File: src/rtl/slt_pkg.sv
// Package for the sorted list table: sizes, command codes, word types,
// controller states and the memory write bundle.
// No dependencies; every other file of the block refers to it by scoped names.
package slt_pkg;

  // Number of entries the table can hold.
  localparam int CAPACITY = 64;

  localparam int ADDR_W  = (CAPACITY > 1) ? $clog2(CAPACITY) : 1;
  localparam int CNT_W   = $clog2(CAPACITY + 1);
  localparam int DATA_W  = 32;
  localparam int CMD_W   = 2;
  localparam int IDX_W   = 7;
  localparam int ENTRY_W = 7;
  localparam int CMP_W   = (CNT_W > IDX_W) ? CNT_W : IDX_W;

  localparam logic [CMD_W-1:0] CMD_INSERT = 2'd0;
  localparam logic [CMD_W-1:0] CMD_REMOVE = 2'd1;
  localparam logic [CMD_W-1:0] CMD_READ   = 2'd2;
  localparam logic [CMD_W-1:0] CMD_CLEAR  = 2'd3;

  typedef struct packed {
    logic [CMD_W-1:0]         cmd;
    logic signed [DATA_W-1:0] value;
    logic [IDX_W-1:0]         index;
  } req_t;

  typedef struct packed {
    logic                     ok;
    logic signed [DATA_W-1:0] read_value;
    logic [ENTRY_W-1:0]       entry_count;
  } rsp_t;

  // Finished result handed from the controller to the output register.
  typedef struct packed {
    logic valid;
    rsp_t word;
  } fin_t;

  // Write port of the entry memory.
  typedef struct packed {
    logic              we;
    logic [ADDR_W-1:0] addr;
    logic [DATA_W-1:0] data;
  } ram_wr_t;

  typedef enum logic [2:0] {
    ST_IDLE,
    ST_READ,
    ST_INS,
    ST_INS_HEAD,
    ST_REM,
    ST_HOLD
  } state_t;

endpackage

File: src/rtl/slt_ram.sv
// Entry memory of the sorted list table: one write port, one read port,
// registered read data. Depends on slt_pkg for sizes and the write bundle.
module slt_ram (
  input  logic                          clk,
  input  slt_pkg::ram_wr_t              wr,
  input  logic [slt_pkg::ADDR_W-1:0]    raddr,
  output logic [slt_pkg::DATA_W-1:0]    rdata
);

  logic [slt_pkg::DATA_W-1:0] mem [slt_pkg::CAPACITY];

  always_ff @(posedge clk) begin
    if (wr.we) begin
      mem[wr.addr] <= wr.data;
    end
  end

  always_ff @(posedge clk) begin
    rdata <= mem[raddr];
  end

endmodule

File: src/rtl/slt_ctrl.sv
// Command sequencer of the sorted list table: scans the entry memory one
// address per cycle to insert or remove, and reads one address for a read. Depends on slt_pkg.
module slt_ctrl (
  input  logic                          clk,
  input  logic                          rst,
  input  logic                          req_valid,
  input  slt_pkg::req_t                 req,
  output logic                          busy,
  input  logic                          out_free,
  output slt_pkg::fin_t                 fin,
  output slt_pkg::ram_wr_t              wr,
  output logic [slt_pkg::ADDR_W-1:0]    raddr,
  input  logic [slt_pkg::DATA_W-1:0]    rdata
);

  slt_pkg::state_t state, state_next;

  logic [slt_pkg::CNT_W-1:0]  count, count_next;
  logic [slt_pkg::ADDR_W-1:0] scan, scan_next;
  logic                       issue_on, issue_on_next;
  logic                       pend, pend_next;
  logic [slt_pkg::ADDR_W-1:0] paddr, paddr_next;
  logic                       found, found_next;
  logic signed [slt_pkg::DATA_W-1:0] v, v_next;
  slt_pkg::rsp_t              held;

  logic [slt_pkg::ADDR_W-1:0] count_m1;
  logic                       is_full, is_empty, idx_ok;
  logic                       ins_shift, rem_hit, rem_last;
  logic                       fin_ok;
  logic [slt_pkg::DATA_W-1:0] fin_val;

  assign count_m1  = slt_pkg::ADDR_W'(count - 1'b1);
  assign is_full   = (count == slt_pkg::CNT_W'(slt_pkg::CAPACITY));
  assign is_empty  = (count == '0);
  assign idx_ok    = (req.index != '0) &&
                     (slt_pkg::CMP_W'(req.index) <= slt_pkg::CMP_W'(count));
  assign ins_shift = (v < $signed(rdata));
  assign rem_hit   = (rdata == v);
  assign rem_last  = (paddr == count_m1);
  assign busy      = (state != slt_pkg::ST_IDLE);

  // Datapath and outputs.
  always_comb begin
    count_next    = count;
    scan_next     = scan;
    issue_on_next = 1'b0;
    pend_next     = 1'b0;
    paddr_next    = scan;
    found_next    = found;
    v_next        = v;
    raddr         = scan;
    wr            = '0;
    fin.valid     = 1'b0;
    fin_ok        = 1'b0;
    fin_val       = '0;
    unique case (state)
      slt_pkg::ST_IDLE: begin
        v_next = req.value;
        if (req_valid) begin
          unique case (req.cmd)
            slt_pkg::CMD_INSERT: begin
              if (is_full) begin
                fin.valid = 1'b1;
              end else if (is_empty) begin
                wr.we      = 1'b1;
                wr.addr    = '0;
                wr.data    = req.value;
                fin.valid  = 1'b1;
                fin_ok     = 1'b1;
                count_next = count + 1'b1;
              end else begin
                scan_next     = count_m1;
                issue_on_next = 1'b1;
              end
            end
            slt_pkg::CMD_REMOVE: begin
              if (is_empty) begin
                fin.valid = 1'b1;
              end else begin
                scan_next     = '0;
                issue_on_next = 1'b1;
                found_next    = 1'b0;
              end
            end
            slt_pkg::CMD_READ: begin
              if (idx_ok) begin
                raddr = slt_pkg::ADDR_W'(req.index) - 1'b1;
              end else begin
                fin.valid = 1'b1;
              end
            end
            slt_pkg::CMD_CLEAR: begin
              count_next = '0;
              fin.valid  = 1'b1;
              fin_ok     = 1'b1;
            end
          endcase
        end
      end
      slt_pkg::ST_READ: begin
        fin.valid = 1'b1;
        fin_ok    = 1'b1;
        fin_val   = rdata;
      end
      slt_pkg::ST_INS: begin
        pend_next = issue_on;
        if (issue_on) begin
          scan_next     = scan - 1'b1;
          issue_on_next = (scan != '0);
        end
        if (pend) begin
          wr.we   = 1'b1;
          wr.addr = paddr + 1'b1;
          if (ins_shift) begin
            wr.data = rdata;
          end else begin
            wr.data    = v;
            fin.valid  = 1'b1;
            fin_ok     = 1'b1;
            count_next = count + 1'b1;
          end
        end
      end
      slt_pkg::ST_INS_HEAD: begin
        wr.we      = 1'b1;
        wr.addr    = '0;
        wr.data    = v;
        fin.valid  = 1'b1;
        fin_ok     = 1'b1;
        count_next = count + 1'b1;
      end
      slt_pkg::ST_REM: begin
        pend_next = issue_on;
        if (issue_on) begin
          if (scan == count_m1) begin
            issue_on_next = 1'b0;
          end else begin
            scan_next     = scan + 1'b1;
            issue_on_next = 1'b1;
          end
        end
        if (pend) begin
          // Once the match is seen, every later entry moves down one place.
          if (found) begin
            wr.we   = 1'b1;
            wr.addr = paddr - 1'b1;
            wr.data = rdata;
          end else if (rem_hit) begin
            found_next = 1'b1;
          end
          if (rem_last) begin
            fin.valid = 1'b1;
            fin_ok    = found || rem_hit;
            if (found || rem_hit) begin
              count_next = count - 1'b1;
            end
          end
        end
      end
      slt_pkg::ST_HOLD: begin
        fin.valid = 1'b1;
      end
      default: begin
      end
    endcase
    if (state == slt_pkg::ST_HOLD) begin
      fin.word = held;
    end else begin
      fin.word.ok          = fin_ok;
      fin.word.read_value  = fin_val;
      fin.word.entry_count = slt_pkg::ENTRY_W'(count_next);
    end
  end

  // Next state.
  always_comb begin
    state_next = state;
    if (fin.valid) begin
      state_next = out_free ? slt_pkg::ST_IDLE : slt_pkg::ST_HOLD;
    end else begin
      unique case (state)
        slt_pkg::ST_IDLE: begin
          if (req_valid) begin
            unique case (req.cmd)
              slt_pkg::CMD_INSERT: state_next = slt_pkg::ST_INS;
              slt_pkg::CMD_REMOVE: state_next = slt_pkg::ST_REM;
              slt_pkg::CMD_READ:   state_next = slt_pkg::ST_READ;
              slt_pkg::CMD_CLEAR:  state_next = slt_pkg::ST_IDLE;
            endcase
          end
        end
        slt_pkg::ST_INS: begin
          if (pend && ins_shift && (paddr == '0)) begin
            state_next = slt_pkg::ST_INS_HEAD;
          end
        end
        default: begin
          state_next = state;
        end
      endcase
    end
  end

  always_ff @(posedge clk) begin
    if (rst) begin
      state    <= slt_pkg::ST_IDLE;
      count    <= '0;
      issue_on <= 1'b0;
      pend     <= 1'b0;
      found    <= 1'b0;
    end else begin
      state    <= state_next;
      count    <= count_next;
      issue_on <= issue_on_next;
      pend     <= pend_next;
      found    <= found_next;
    end
  end

  always_ff @(posedge clk) begin
    scan  <= scan_next;
    paddr <= paddr_next;
    v     <= v_next;
    if (fin.valid && (state != slt_pkg::ST_HOLD)) begin
      held <= fin.word;
    end
  end

  // The count never passes the capacity.
  a_count_bound: assert property (@(posedge clk) disable iff (rst)
    count <= slt_pkg::CNT_W'(slt_pkg::CAPACITY))
    else $error("entry count beyond capacity");

  // The memory is only written while a command is in progress or accepted.
  a_write_ctx: assert property (@(posedge clk) disable iff (rst)
    wr.we |-> (state != slt_pkg::ST_IDLE) || req_valid)
    else $error("memory write with no command");

  // A remove writes only after the match has been seen.
  a_rem_found: assert property (@(posedge clk) disable iff (rst)
    (state == slt_pkg::ST_REM && wr.we) |-> found)
    else $error("remove shifted before the match");

  // During a scan the write never hits the address being read.
  a_no_overlap: assert property (@(posedge clk) disable iff (rst)
    ((state == slt_pkg::ST_INS || state == slt_pkg::ST_REM) && wr.we && issue_on)
      |-> (wr.addr != raddr))
    else $error("read and write collide during scan");

endmodule

File: src/rtl/sorted_list_table.sv
// Top level of the sorted list table: output register, command sequencer
// and entry memory. Depends on slt_pkg, slt_ram and slt_ctrl.
//
//   channel  direction  handshake             word
//   req      in         req_valid/req_stall   slt_pkg::req_t (cmd, value, index)
//   rsp      out        rsp_valid/rsp_stall   slt_pkg::rsp_t (ok, read_value, entry_count)
//
// Clear, insert into an empty table and commands failing on their bounds finish in the
// accepting cycle; read finishes in ST_READ on the registered read data; remove and insert
// scan through the entry memory at one address per cycle.
// Reset empties the table at once by zeroing the count; the memory is not cleared.
// The next word is taken while a result waits in the output register; a result
// that finds the register still stalled is held and blocks new words until taken.
module sorted_list_table (
  input  logic          clk,
  input  logic          rst,
  input  logic          req_valid,
  output logic          req_stall,
  input  slt_pkg::req_t req,
  output logic          rsp_valid,
  input  logic          rsp_stall,
  output slt_pkg::rsp_t rsp
);

  logic                       busy;
  logic                       out_free;
  slt_pkg::fin_t              fin;
  slt_pkg::ram_wr_t           wr;
  logic [slt_pkg::ADDR_W-1:0] raddr;
  logic [slt_pkg::DATA_W-1:0] rdata;

  // The output register can take a result when it is empty or being drained.
  assign out_free  = !rsp_valid || !rsp_stall;
  assign req_stall = busy;

  slt_ctrl u_ctrl (
    .clk       (clk),
    .rst       (rst),
    .req_valid (req_valid),
    .req       (req),
    .busy      (busy),
    .out_free  (out_free),
    .fin       (fin),
    .wr        (wr),
    .raddr     (raddr),
    .rdata     (rdata)
  );

  slt_ram u_ram (
    .clk   (clk),
    .wr    (wr),
    .raddr (raddr),
    .rdata (rdata)
  );

  always_ff @(posedge clk) begin
    if (rst) begin
      rsp_valid <= 1'b0;
    end else if (fin.valid && out_free) begin
      rsp_valid <= 1'b1;
    end else if (!rsp_stall) begin
      rsp_valid <= 1'b0;
    end
  end

  always_ff @(posedge clk) begin
    if (fin.valid && out_free) begin
      rsp <= fin.word;
    end
  end

  // A result is never dropped: a finished result is loaded or held.
  a_result_kept: assert property (@(posedge clk) disable iff (rst)
    (fin.valid && !out_free) |=> fin.valid)
    else $error("finished result lost");

  // A result that is not ok carries a zero value.
  a_fail_zero: assert property (@(posedge clk) disable iff (rst)
    (rsp_valid && !rsp.ok) |-> (rsp.read_value == '0))
    else $error("failed command returned a value");

  // Words are only accepted while no result is held back.
  a_accept_idle: assert property (@(posedge clk) disable iff (rst)
    (req_valid && !req_stall) |-> !(fin.valid && !out_free && busy))
    else $error("word accepted while result held");

endmodule

File: config.mk
export PLATFORM = sky130hd
export DESIGN_NAME = sorted_list_table
export DESIGN_NICKNAME = d
export VERILOG_FILES = /design/src/rtl/slt_pkg.sv /design/src/rtl/slt_ram.sv /design/src/rtl/slt_ctrl.sv /design/src/rtl/sorted_list_table.sv
export SDC_FILE = /design/constraint.sdc
export NUM_CORES = 2
export LEC_CHECK = 0
export ABC_AREA = 1
export BUFFER_PORTS_ARGS = -buffer_cell sky130_fd_sc_hd__clkbuf_2
export CAP_MARGIN = 20
export CORE_ASPECT_RATIO = 1.25
export CORE_MARGIN = 2
export CORE_UTILIZATION = 40
export CTS_CLUSTER_DIAMETER = 40
export DETAILED_ROUTE_END_ITERATION = 8
export PLACE_DENSITY = 0.59
export RECOVER_POWER = 100
export SKIP_CTS_REPAIR_TIMING = 1
export SYNTH_ARGS = -nofsm -noshare
export SYNTH_HDL_FRONTEND = slang
export SYNTH_SLANG_ARGS = --single-unit
File: constraint.sdc
create_clock -name clk -period 16.43 [get_ports clk]
set_input_delay 3.286 -clock clk [delete_from_list [all_inputs] [get_ports clk]]
set_output_delay 3.286 -clock clk [all_outputs]
set_load 0.01 [all_outputs]
---- Yosys cells after proc, flatten, opt, wreduce, memory -nomap -nowiden ----
Memories as Yosys holds them, arrays and structs flattened. A register that Yosys moved wholly into a read port is not among the register bits.
Cells that the tools add are included.
cells by class
  add/subtract/negate cells ............... 7
  magnitude comparators ................... 2
  equality and inequality tests ........... 27
  mux-type cells .......................... 75
  bitwise gates (word level) .............. 1
  reductions and logical operators ........ 26
operators by type and width
  operator               count
  $mux W39               7
  $pmux W39 S4           1
  $mux W6                11
  $mux W32               2
  $mux W7                8
  $mux W40               1
  $eq A32 B32 Y1         1
  $lt A32 B32 Y1         1
  $mux W1                28
  $pmux W7 S4            1
  $ne A3 B3 Y1 const B   6
  $pmux W6 S3            1
  $sub A6 B1 Y6 const B  3
  $pmux W7 S2            1
  $add A6 B1 Y6 const B  2
  $eq A6 B6 Y1           2
  $mux W3                4
  $pmux W1 S4            3
  $pmux W3 S4            1
  $pmux W6 S2            1
  $reduce_and A9 Y1      1
  $reduce_bool A3 Y1     3
  $ne A2 B1 Y1 const B   4
  $ne A2 B2 Y1 const B   4
  other kinds (28)       41
storage, ports and cells
  bits in registers ....................... 138
  bits in writable memories ............... 2,048
  input port bits ......................... 45
  output and inout bits ................... 42
  word-level logic and storage cells ...... 154
  memories kept ........................... 1
memories
  memory     words  width  rd ports  clocked after memory_dff  wr ports  RTL line       source
  u_ram.mem  64     32     1         1                         1         slt_ram.sv:10  logic [slt_pkg::DATA_W-1:0] mem [slt_pkg::CAPACITY];

---- Longest topological paths before layout ----
  depth in word-level cells ............... 8
  depth in mapped cells ................... 21
  gate-level depth less buffers ........... 21

---- Hierarchy ----
Synthesis repeated with hierarchy kept, for this count alone.
second synthesis, totals
  cells, all modules ...................... 7,678
  area total of the unflattened synthesis .. 91,094.9 sq um
by module, submodules not included
  module             times used  cells an instance  area an instance (sq um)  seq. area each (sq um)
  slt_ram            1           6,769              82,729.3                  62,139.6
  slt_ctrl           1           864                7,120.6                   2,722.6
  sorted_list_table  1           45                 1,244.9                   1,221.2

---- Worst setup path after synthesis ----
Ideal clock, no wire load.
  path type ............................... input-to-reg
  start ................................... in req[0] (netlist name)
  end ..................................... reg rsp[0] (netlist name) (enable)
  library setup time ...................... 0.437 ns
  data arrival time ....................... 6.198 ns
  required time ........................... 15.993 ns
  slack ................................... 9.795 ns
  cell stages on the path ................. 11
  path buffers ............................ 0
  path through ............................ inv_1 ha_1 nor3b_2 nand2_1 nand2_1 a21oi_1 a31oi_1 nor2_1 nand2_1 inv_1 nor2_1
between the ends
  longest elaborated chain between the ends .. 7
  elaborated cells on any way between the ends .. 8
  those cells by class .................... order compare: 1; mux: 4; reduce/logical: 3
RTL lines
  element                                             RTL line                        source
  start: declaration                                  sorted_list_table.sv:19         input slt_pkg::req_t req,
  $le A7 B7 Y1 or $reduce_bool A7 Y1 (tied branches)  slt_ctrl.sv:37, slt_ctrl.sv:36
  $logic_and A1 B1 Y1 *                               slt_ctrl.sv:36                  assign idx_ok = (req.index != '0) &&
  $mux W1 *                                           slt_ctrl.sv:87                  if (idx_ok) begin
  $pmux W1 S4 *                                       slt_ctrl.sv:61                  unique case (req.cmd)
  $mux W1 *                                           slt_ctrl.sv:60                  if (req_valid) begin
  $pmux W1 S4 *                                       slt_ctrl.sv:57                  unique case (state)
  $logic_and A1 B1 Y1 *                               sorted_list_table.sv:67         if (fin.valid && out_free) begin
  end signal: assignment                              sorted_list_table.sv:68         rsp <= fin.word;
  end: declaration                                    sorted_list_table.sv:22         output slt_pkg::rsp_t rsp
Mark *: on every way between the ends. The rest lies on a longest branch, timed or not.
A chain may end at the register's enable or synchronous reset.

---- Worst setup path in the final report ----
  start ................................... reg u_ctrl.state[0]
  end ..................................... reg u_ram.rdata[27] (netlist name) (read register of u_ram.mem)
between the ends
  longest elaborated chain between the ends .. 2
RTL lines
  element                   RTL line         source
  start: declaration        slt_ctrl.sv:16   slt_pkg::state_t state, state_next;
  start signal: assignment  slt_ctrl.sv:207  state <= slt_pkg::ST_IDLE;
  start signal: assignment  slt_ctrl.sv:213  state <= state_next;
  $logic_not A3 Y1          slt_ctrl.sv:57
  $mux W6                   slt_ctrl.sv:57
  end: declaration          slt_ram.sv:7     output logic [slt_pkg::DATA_W-1:0] rdata
Every way passes these cells.

==> impl_metrics.toml <==
[place]
place_hpwl_um = 155000
pre_cts_ws_ns = 7.55
port_buffers = 86
gp_congestion = 0.905
place_inst = 12500

[clock_network]
cts_buffers = 239
clkLatencyLatePin_ns = 0.89
path_clk_slew_ns = 0.07
cts.htree.levels = 4
numClockSinks = 2218
cts_root_buf = "clkbuf_16"
cts_tree = "built"
clk_path_buf_depth = 4

[sta]
worst_pin_slew_ns = 3.77
min_period_over_period_pct = 68.6
slew_violations = 4432
layout_setup_ws_ns = 5.16
finalHoldViolCount = 0
fmax_ghz = 0.0888
relSlewSlack_pct = -151
final.setup_skew_ns = 0.0711
setup_viol = 0
rsz0062_at_grt = "false"
period_minus_slack_ns = 11.27
fin_tns_setup_ns = 0

[power]
p_leak_nw = 45.5
p_per_area_nw_per_um2 = 171
power_switching_mw = 7.33
p_int_mw = 11.4
comb_power_share_pct = 34.6
swShare_pct = 39.2
power_frac_seq_pct = 36.9
power_mw = 18.7
p_clk_share_pct = 28.5
peakVddDrop_v = 0.000145

[finish]
fillers = 22500
drive_gt1_share_pct = 5.03
area_growth_pct = 11.4
seq_area_um2 = 66100
final_cells = 13000
multi_input_area_um2 = 23200
finalNetCount = 9601

[routing]
num_vias = 68400
drt_iter0_markers = 7013
drc_errors = 0
ant_nets = 0
vias_per_cell = 5.27
wl_um = 293000
first_pass_iters = 8
routedWlPerCell_um = 22.6

[global_routing]
overflow = 0
grt_pass1_vias = 65300
antenna_found_initial = 9
grt_first_pass_wirelength_um = 430000
grt_max_degree = 223
grt.total_usage_pct = 23.1

[yosys]
yosys_warnings = 0
synth_edf_count = 2166
netlist_instances = 9503
synthFlopType = "edfxtp_1"
synth_top_area_share_pct = 66.2
synth.cell_area_um2 = 98300
yosysTopAreaCell = "edfxtp_1"
yosysMostFrequentCell = "nand2_1"
async_reset_ff_share_pct = 0
syn_nets = 9605
ys_types = 45
synth_seq_cells = 2218
ys_seq_area_share_pct = 67.2
syn-mean-instance-area_um2 = 10.3
synthTopCellsByCount = "2226 x nand2_1, 2166 x edfxtp_1, 2021 x nand3_1"
synth_area_leaders = "edfxtp_1 66%, nand3_1 10%, nand2_1 8.5%"

[floorplanning]
die_h_um = 558
num_rows = 203
io_pins = 87
core_area_um2 = 245000
start_util_pct = 40.2
die_w_um = 447
dieArea_um2 = 250000

[worst_setup_path]
required_ns = 17.20
crit_type = "register to register"
cp-end-kind = "register"
startpoint_type = "register"
arrival_ns = 12.03
crit_fanout = 66

[outcome]
violations = "max-capacitance violations, max-slew violations"
outcome = "finished with violations"

[job]
cap_violations = 120

[worst_hold_path]
min_path_type = "register to register"
## worst paths after layout
check	start	to	slack [ns]	cells past startpoint
min	u_ctrl.issue_on$_SDFF_PP0_	u_ctrl.pend$_SDFF_PP0_	0.47	2
min reg2reg	u_ctrl.issue_on$_SDFF_PP0_	u_ctrl.pend$_SDFF_PP0_	0.47	2
max	u_ctrl.state[0]$_SDFFE_PP0P_	u_ram.rdata[27]$_DFF_P_	5.16	17
max reg2reg	u_ctrl.state[0]$_SDFFE_PP0P_	u_ram.rdata[27]$_DFF_P_	5.16	17
## registers in the layout (all words and copies together) (netlist names)
register	cells
u_ctrl.found	1
u_ctrl.state	3
u_ctrl.v	32
rsp	40
u_ctrl.paddr	6
u_ctrl.paddr_next	6
u_ctrl.count	7
u_ctrl.pend	1
u_ctrl.issue_on	1
u_ram.mem	2048
rsp_valid	1
u_ctrl.held	40
u_ram.rdata	32
## cell type report
class                           instances  share of cell area, %
Clock buffer                          292                   5.77
Clock inverter                        145                   1.29
Tap cell                             3280                   3.75
Sequential cell                      2218                   60.3
Antenna cell                            6                 0.0137
Timing Repair Buffer                  248                   1.18
Multi-Input combinational cell       4914                   21.2
Inverter                             1878                   6.46
## per-layer routing
metal	vias up	global-route usage, %	share of wire, %
li1	31200	-	-
met1	33600	29.5	39
met2	2959	39.2	48
met3	633	3.66	8.1
met4	2	8.88	4.1
met5	-	0	0.0024
## kinds of logic after synthesis
kind of cell | count (synthesis) | synth area share, %
simple gates | 4617 | 21.0
buf+inv | 2371 | 9.52
flops | 2218 | 67.2
compound gates | 219 | 1.34
fa+ha+maj | 57 | 0.733
xor+xnor | 21 | 0.187
## cells in the final DEF, fill, tap and decap left out, drive strengths merged, types with 5 or more instances in the layout
cell type	count
clkinvlp	10
nor3	9
o22ai	6
nand3b	163
edfxtp	2166
o21ai	100
ha	56
inv	1905
clkinv	89
nand2	2230
dfxtp	52
nand4	15
clkbuf	480
o211ai	35
diode	6
bufinv	19
nor2	171
buf	60
a21oi	32
xnor2	5
a22oi	31
nand3	2022
xor2	16
## power groups by stage
| stage | Sequential [mW] | Combinational [mW] | Clock (mW) |
|---|---|---|---|
| 6_report | 6.91 | 6.48 | 5.34 |
| 5_1_grt | 6.94 | 7.05 | 5.61 |
| 4_1_cts | 6.87 | 6.46 | 5.41 |
| 3_5_place_dp | 6.99 | 6.44 | 0 |
| 3_3_place_gp | 6.99 | 6.36 | 0 |
| 2_1_floorplan | 6.92 | 4.20 | 0 |
## critical path: stages, from the launching register on
cell and delay, ns:
dfxtp_1 0.38, nor2_1 0.12, inv_1 0.08, nor2_1 2.53, nand2_1 0.40, nor2_1 0.68
nand4_1 0.22, nand2_1 1.51, clkbuf_1 2.66, buf_4 0.82, buf_4 0.73, nand2_1 0.10
nand3_1 0.12, nand3_1 0.09, nand3_1 0.14, nand3_1 0.13, nand3_1 0.11, nand2_1 0.07
## metrics by stage
stage | area (um^2) | util [%] | hold WS [ns]
3_5_place_dp | 102000 | 41.9 | 0.456
2_1_floorplan | 98300 | - | 0.399
5_1_grt | 109000 | 44.8 | 0.492
3_3_place_gp | 102000 | 41.9 | 0.453
6_report | 110000 | 44.8 | 0.470
4_1_cts | 110000 | 45.1 | 0.464
Power figures use the tool's default switching activity.
